`src/hdl/jdvd_pkg.sv`:
```
// Types and constants for the joint distance vote detector.
// No dependencies.
package jdvd_pkg;

    localparam int DIST_W     = 17;
    localparam int CNT_W      = 5;
    localparam int CFG_IDX_W  = 3;
    localparam int CFG_DATA_W = 17;
    localparam int SQRT_STEPS = 18;
    localparam int RAD_W      = 36;
    localparam int REM_W      = 20;
    localparam int ROOT_W     = 18;
    localparam int ITER_W     = 5;

    localparam logic [DIST_W-1:0] DIST_MAX = 17'h1FFFF;
    localparam logic [CNT_W-1:0]  CNT_MAX  = 5'd31;

    typedef struct packed {
        logic [11:0] box_left;
        logic [11:0] box_top;
        logic [11:0] box_width;
        logic [11:0] box_height;
        logic [4:0]  joint_index;
        logic [15:0] joint_x;
        logic [15:0] joint_y;
        logic [7:0]  joint_conf;
    } t_in_item;

    typedef struct packed {
        logic       throw_detected;
        logic [4:0] vote_count;
        logic [4:0] counted_joints;
    } t_out_item;

    typedef enum logic [CFG_IDX_W-1:0] {
        CFG_TRACK_CONF_MIN   = 3'd0,
        CFG_INIT_CONF_MIN    = 3'd1,
        CFG_LEARN_KEEP       = 3'd2,
        CFG_INIT_SPREAD_FRAC = 3'd3,
        CFG_MIN_JOINTS       = 3'd4,
        CFG_VOTE_RATIO       = 3'd5,
        CFG_DEFAULT_SPREAD   = 3'd6
    } t_cfg_index;

    typedef enum logic [3:0] {
        S_IDLE,
        S_CHECK,
        S_SQX,
        S_SQY,
        S_SQRT,
        S_DIST,
        S_JOINT,
        S_DECIDE,
        S_UPD_RD,
        S_UPD_MUL,
        S_UPD_WR
    } t_state;

    typedef struct packed {
        logic load;
        logic clr_cnt;
        logic diff;
        logic sq_x;
        logic sq_y;
        logic sqrt_step;
        logic dist_ld;
        logic joint;
        logic emit;
        logic upd_start;
        logic upd_sel;
        logic upd_mul;
        logic upd_wr;
    } t_dp_cmd;

    typedef struct packed {
        logic idx_ok;
        logic first;
        logic last;
        logic sqrt_done;
        logic out_busy;
        logic thrown;
        logic upd_last;
    } t_dp_status;

endpackage

```
`src/hdl/jdvd_ctrl.sv`:
```
// Sequencer for the joint distance vote detector.
// Depends on jdvd_pkg.
module jdvd_ctrl import jdvd_pkg::*; (
    input  logic       i_clk,
    input  logic       i_rst_n,
    input  logic       i_in_valid,
    output logic       o_in_ready,
    input  t_dp_status i_status,
    output t_dp_cmd    o_cmd
);

    t_state r_state;
    t_state n_state;

    always_ff @(posedge i_clk) begin
        if (!i_rst_n) begin
            r_state <= S_IDLE;
        end else begin
            r_state <= n_state;
        end
    end

    always_comb begin
        n_state = r_state;
        unique case (r_state)
            S_IDLE: begin
                if (i_in_valid) n_state = S_CHECK;
            end
            S_CHECK:  n_state = i_status.idx_ok ? S_SQX : S_IDLE;
            S_SQX:    n_state = S_SQY;
            S_SQY:    n_state = S_SQRT;
            S_SQRT: begin
                if (i_status.sqrt_done) n_state = S_DIST;
            end
            S_DIST:   n_state = S_JOINT;
            S_JOINT:  n_state = i_status.last ? S_DECIDE : S_IDLE;
            S_DECIDE: begin
                if (!i_status.out_busy) n_state = i_status.thrown ? S_IDLE : S_UPD_RD;
            end
            S_UPD_RD:  n_state = S_UPD_MUL;
            S_UPD_MUL: n_state = S_UPD_WR;
            S_UPD_WR:  n_state = i_status.upd_last ? S_IDLE : S_UPD_RD;
            default:   n_state = S_IDLE;
        endcase
    end

    always_comb begin
        o_cmd      = '0;
        o_in_ready = 1'b0;
        unique case (r_state)
            S_IDLE: begin
                o_in_ready = 1'b1;
                o_cmd.load = i_in_valid;
            end
            S_CHECK: begin
                o_cmd.diff    = 1'b1;
                o_cmd.clr_cnt = i_status.idx_ok & i_status.first;
            end
            S_SQX:  o_cmd.sq_x = 1'b1;
            S_SQY:  o_cmd.sq_y = 1'b1;
            S_SQRT: o_cmd.sqrt_step = 1'b1;
            S_DIST: o_cmd.dist_ld = 1'b1;
            S_JOINT: o_cmd.joint = 1'b1;
            S_DECIDE: begin
                o_cmd.emit      = !i_status.out_busy;
                o_cmd.upd_start = !i_status.out_busy;
            end
            S_UPD_RD: o_cmd.upd_sel = 1'b1;
            S_UPD_MUL: begin
                o_cmd.upd_sel = 1'b1;
                o_cmd.upd_mul = 1'b1;
            end
            S_UPD_WR: begin
                o_cmd.upd_sel = 1'b1;
                o_cmd.upd_wr  = 1'b1;
            end
            default: o_cmd = '0;
        endcase
    end

endmodule

```
`config.mk`:
```
export PLATFORM = sky130hd
export DESIGN_NAME = jdvd_ctrl
export DESIGN_NICKNAME = d
export VERILOG_FILES = /design/src/hdl/jdvd_pkg.sv /design/src/hdl/jdvd_ctrl.sv
export SDC_FILE = /design/constraint.sdc
export NUM_CORES = 1
export LEC_CHECK = 0
export ABC_CLOCK_PERIOD_IN_PS = 1200
export BUFFER_PORTS_ARGS = -buffer_cell sky130_fd_sc_hd__buf_2
export CAP_MARGIN = 20
export CORE_AREA = 3 3 40 42
export CTS_CLUSTER_DIAMETER = 80
export DETAILED_ROUTE_END_ITERATION = 12
export DIE_AREA = 0 0 43 45
export PLACE_DENSITY_LB_ADDON = 0.25
export SKIP_CTS_REPAIR_TIMING = 1
export SLEW_MARGIN = 5
export SYNTH_ARGS = -nofsm -noshare
export SYNTH_HDL_FRONTEND = slang
export SYNTH_SLANG_ARGS = --single-unit
```
`constraint.sdc`:
```
create_clock -name i_clk -period 1.2 [get_ports i_clk]
set_clock_uncertainty 0.2 [all_clocks]
set_input_delay 0.12 -clock i_clk [delete_from_list [all_inputs] [get_ports i_clk]]
set_output_delay 0.12 -clock i_clk [all_outputs]
set_load 0.005 [all_outputs]
```
==> results of run 1 <==
layout by cell type, fill, tap and decap left out, types with 2 or more instances in the layout:
cell type,n
a21oi_1,2
a221oi_2,2
and2_1,2
buf_2,23
buf_4,8
buf_6,5
clkbuf_4,3
dfxtp_4,4
dlygate4sd3_1,2
inv_1,2
nand2_1,2
nor2_1,8
nor3_1,2
nor3_2,2
nor3_4,2
o21ai_1,2
or2b_1,2
metal layers:
layer / vias up / track usage [%] / part of all wire (%)
met1: 221 / 16.4 / 45
li1: 261 / - / -
met5: - / 0 / 0
met4: 0 / 3.61 / 0
met3: 0 / 5.98 / 6.8
met2: 18 / 21.9 / 48
power breakdown:
group	total (uW)	leakage, uW	switching, uW	internal [uW]
Clock	164	0.0000138	52.3	112
Combinational	182	0.000312	79.5	102
Sequential	164	0.0000356	24.8	139
Total	510	0.000362	157	353
cell families after synthesis:
logic type | count (synthesis) | share of synthesized area (%)
muxes | 1 | 2.52
and+or+nand+nor | 29 | 39.1
buffers and inverters | 8 | 15.1
DFF | 4 | 20.2
AOI/OAI and AO/OA | 11 | 23.0
worst min-delay path, stage by stage:
cell     delay [ns]
buf_2          0.10
a21oi_1        0.07
nor2_1         0.07
worst min path at each step:
stage,from,cells past startpoint,to
final,i_rst_n,3,r_state[3]$_SDFFE_PN0P_
after global placement,i_rst_n,2,r_state[1]$_SDFFE_PN0P_
after floorplan,i_rst_n,1,r_state[1]$_SDFFE_PN0P_
after detailed placement,i_rst_n,2,r_state[1]$_SDFFE_PN0P_
after CTS,i_rst_n,2,r_state[1]$_SDFFE_PN0P_
after global routing,i_status[1],3,r_state[3]$_SDFFE_PN0P_
per-stage QoR:
| step | setup slack (ns) | cells |
|---|---|---|
| 2_1_floorplan | -0.0852 | 53 |
| 3_3_place_gp | -0.228 | 95 |
| 3_5_place_dp | -0.217 | 95 |
| 4_1_cts | -0.442 | 98 |
| 5_1_grt | -0.377 | 104 |
| 6_report | -0.297 | 104 |
final cells by class:
| cell class | instances | area share (%) |
|---|---|---|
| Inverter | 3 | 1.88 |
| Clock buffer | 3 | 3.07 |
| Timing Repair Buffer | 38 | 34.3 |
| Tap cell | 15 | 2.56 |
| Sequential cell | 4 | 13.0 |
| Multi-Input combinational cell | 41 | 45.2 |
==> metrics.txt, run 1 <==
CP required=0.88 ns; Initial Util=30.9%; Max-slew headroom=83.4%; Max rail drop VDD=0.000501 V; Setup WS post-layout=-0.297 ns; maximum number of pins on one net before global-route repair=12; htree depth=1; mean post-synth cell area=7.48 um2; CP max stage cell=dfxtp_4; die width=43 um; Reg area=95.1 um2; final worst-path cycle share=125%; initial antenna violation count=0; antenna-violating nets left=0; startpoint types=register; synthesis-to-finish area growth=84.9%; register area share after synthesis=20.2%; most used cell, CP=buf_6; minimum clock period=1.50 ns; Hold Slack=-0.0262 ns; HP Class=primary input to register; setup tns final=-3.90 ns; Root Buffer=clkbuf_4; post-synth top area share=20.2%; syn nets=63; Netlist cell types=26; # rows=13; Synth Register Bits=4; drc violations=0; GPL Wtd Cong=0.791; Power per Cell Area=695 nW/um2; unrepaired setup endpoints after global routing=yes; Routed WL=1260 um; io pins=24; Antenna Cells=0; CP top delay family=buffers and inverters; r2r endpoint=r_state[3]$_SDFFE_PN0P_; Largest regs=r_state (4); die height=45 um; Overall Power=510 uW; synthesis warning total=0; top cells by area, synth=dfxtp_1 20%, nor2_1 8.5%, buf_6 8.5%; largest register by flop count=r_state; first-pass GRT wire length=1940 um; post-synth top area cell=dfxtp_1; fmax=668 MHz; CTS Buf Count=3; kind of critical path=register to output port; Post-synth top flop=dfxtp_1; Setup Viol. Count Final=17; Max Cap Viol=0; CP Launch Point=r_state[3]$_SDFFE_PN0P_; status=finished with violations; failing checks=hold timing, setup timing; Least-Margin Pin Slew=0.249 ns; Slew Limit Fails=0; drt pass-1 iters=2; CTS sink cnt=4; via count=500; vias in the first global route=451; CORE AREA=1280 um2; Post-synth EDFFs=0; layout cells sized above 1=67.4%; post-synthesis cell count=53; top cells by count, synth=9 x nor2_1, 6 x nor3_1, 4 x dfxtp_1, 4 x nand2_1; post-route cell area=733 um2; area occupied by multi-input gates=332 um2; CTS tree=done; R2R Setup Slk=-0.21 ns; max reg flops=4; DPL Wire Length=898 um; Final nets=101; reg2reg start=r_state[3]$_SDFFE_PN0P_; Total Routing Usage GR=13.5%; CP endpoint=o_cmd[5]; Critical Path End Type=output port; Stages on worst setup path=5; Static Leak=0.000362 uW; most common cell in the netlist=nor2_1; Final Hold Fails=2; Starting DRT DRC Count=7; CP peak stage delay=0.35 ns; largest fanout on the critical path=5; fill cell count=134; Clock Pin Slew Worst Setup and Hold Paths=0.03 ns; Cell Area, Placed=577 um2; Clk Latency, worst-skew pair=0.24 ns; Crit path arrival time=1.18 ns; worst r2r path cells=5; Crit path buffers/inverters=3; final core occ=57.1%; Async SR Flop Fraction=0%; Mapped Area=397 um2; die area=1940 um2; grt total ovfl=0; clk buf depth=2; Via density=4.81; CP Cell Sequence=buf_6 > nand2b_4 > buf_6 > nor2_1 > buf_2; post-DR wirelength/cell=12.1 um; # port buffers=23
Power figures use the tool's default switching activity.
==> run 2, diff against run 1 <==
- ABC_AREA: not set -> 1
==> run 2 against run 1 <==
Against the previous run: the run ends with setup timing left; wire length down 5.6%; global-route usage decreased by 1.8 points; clock-buffer cell count unchanged; cell count up 15%; total power rose by 6.3%; flip-flop and latch count did not move; non-clock buffer count down 3; highest routed layer is now met4.
==> metrics.txt, run 2 <==
Setup WS post-layout=-0.241 ns; Final Hold Fails=0; failing checks=setup timing; Synth Register Bits=4; die area=1940 um2; top cells by count, synth=18 x nand2_1, 13 x inv_1, 13 x nor2_1; Root Buffer=clkbuf_4; die height=45 um; Final nets=117; initial antenna violation count=0; DPL Wire Length=905 um; Power per Cell Area=796 nW/um2; maximum number of pins on one net before global-route repair=6; drc violations=0; post-synth top area share=22.5%; HP Class=primary input to register; CTS sink cnt=4; fmax=694 MHz; # rows=13; syn nets=78; R2R Setup Slk=-0.16 ns; final worst-path cycle share=120%; Hold Crit Depth=5; Static Leak=0.000409 uW; synthesis warning total=0; largest fanout on the critical path=5; Clk Latency, worst-skew pair=0.24 ns; post-synthesis cell count=68; kind of critical path=register to output port; register area share after synthesis=22.5%; internal power=348 uW; sw power=194 uW; Max-slew headroom=89.0%; most common cell after layout, fill and taps aside=buf_2; GPL Wtd Cong=0.769; r2r endpoint=r_state[1]$_SDFFE_PN0P_; CTS tree=done; synthesis-to-finish area growth=90.9%; dpl cells=110; Combinational Power Share=38.4%; Top Usage Layer GRT=met2; first-pass GRT wire length=1720 um; startpoint types=register; post-DR wirelength/cell=9.93 um; Async SR Flop Fraction=0%; hold worst-path end=r_state[3]$_SDFFE_PN0P_; via count=523; antenna-violating nets left=0; sequential power share=29.6%; Least-Margin Pin Slew=0.163 ns; Largest regs=r_state (4); die width=43 um; # port buffers=23; hold wc startpoint=i_status[0]; grt total ovfl=0; commonest non-fill, non-tap cells in the layout=23 x buf_2, 13 x inv_1, 12 x nand2_1, 10 x buf_4; Critical Path End Type=output port; minimum clock period=1.44 ns; Starting DRT DRC Count=4; Post-synth top flop=dfxtp_1; Antenna Cells=0; Cell Area, Placed=523 um2; Crit path arrival time=1.12 ns; Clock Pin Slew Worst Setup and Hold Paths=0.04 ns; sw frac=35.8%; post-route cell area=681 um2; fill cell count=133; Clock Power Share=32.0%; status=finished with violations; Setup Viol. Count Final=18; Netlist cell types=13; vias in the first global route=447; met3 Use GR=1.99%; htree depth=1; Overall Power=542 uW; CORE AREA=1280 um2; routing usage on met1=13.0%; CP required=0.88 ns; largest register by flop count=r_state; worst r2r path cells=8; drt pass-1 iters=3; Total Routing Usage GR=11.7%; Hold Slack=0.0384 ns; most common cell in the netlist=nand2_1; Via density=4.36; top cells by area, synth=dfxtp_1 22%, nand2_1 19%, inv_1 14%; Mapped Area=357 um2; reg2reg start=r_state[3]$_SDFFE_PN0P_; max reg flops=4; Post-synth EDFFs=0; mean post-synth cell area=5.24 um2; CTS Buf Count=3; Routed WL=1190 um; Max rail drop VDD=0.000530 V; Final Non-Filler Cells=120; io pins=24; post-synth top area cell=dfxtp_1; Max Cap Viol=0; Slew Limit Fails=0; layout cells sized above 1=57.1%; setup tns final=-3.11 ns; CP Launch Point=r_state[3]$_SDFFE_PN0P_; grt met2 use=19.8%; unrepaired setup endpoints after global routing=yes; clk buf depth=2; Initial Util=27.8%
-- run 2: cell count changes in the layout (fill, tap and decap cells not counted), sizes merged, moves of 2 or more --
cell	delta
nand2	+14
inv	+12
nand3	+7
nor2	+6
nor3	-5
buf	-3
a221oi	-2
and2	-2
and3	-2
nand2b	-2
or2b	-2
-- run 2: area by class of cell --
class                      instances  area, um2  area share (%)
tap                               15       18.8            2.76
timing repair buffer              35        210            30.9
inverter                          15       63.8            9.37
sequential                         4       95.1            14.0
clock buffer                       3       22.5            3.31
multi-input combinational         48        270            39.7
-- run 2: worst max-delay path by stage --
stage                         endpoint  slack [ns]  cells past startpoint
6_report                      o_cmd[5]       -0.24                      5
5_1_grt                      o_cmd[11]       -0.32                      6
4_1_cts                      o_cmd[11]       -0.33                      6
3_5_place_dp   r_state[1]$_SDFFE_PN0P_       -0.13                      7
3_3_place_gp   r_state[1]$_SDFFE_PN0P_       -0.12                      7
2_1_floorplan  r_state[1]$_SDFFE_PN0P_        0.02                      7
-- run 2: kinds of logic (layout without fill, tap and decap cells) --
| group | Yosys count | count (layout) | share of synthesized area, % |
|---|---|---|---|
| AOI/OAI and AO/OA | 6 | 6 | 9.47 |
| DFF | 4 | 4 | 22.5 |
| and+or+nand+nor | 42 | 42 | 50.2 |
| buffers and inverters | 16 | 53 | 17.9 |
-- run 2: metal layers --
layer	vias up	wire (um)	part of all wire [%]
li1	282	-	-
met1	225	494	41
met2	14	606	51
met3	2	76	6.4
met4	0	14	1.2
met5	-	0	0
-- run 2: stage by stage --
stage	worst slack, ns	utilization, %
finish	-0.241	53.0
detailed placement	-0.133	40.7
floorplan	0.0242	-
global route	-0.324	53.0
CTS	-0.329	42.5
global placement	-0.121	40.7
-- run 2: critical path, stage by stage, from the launching register on --
cell	delay (ns)
dfxtp_4	0.36
inv_4	0.07
buf_4	0.10
nand2_1	0.08
nor2_2	0.14
buf_2	0.12
-- run 2: power groups by stage --
stage          combinational [uW]  sequential (uW)  clock, uW
6_report                      208              161        173
5_1_grt                       234              163        188
4_1_cts                       172              158        183
3_5_place_dp                  171              160          0
3_3_place_gp                  172              162          0
2_1_floorplan                99.8              158          0
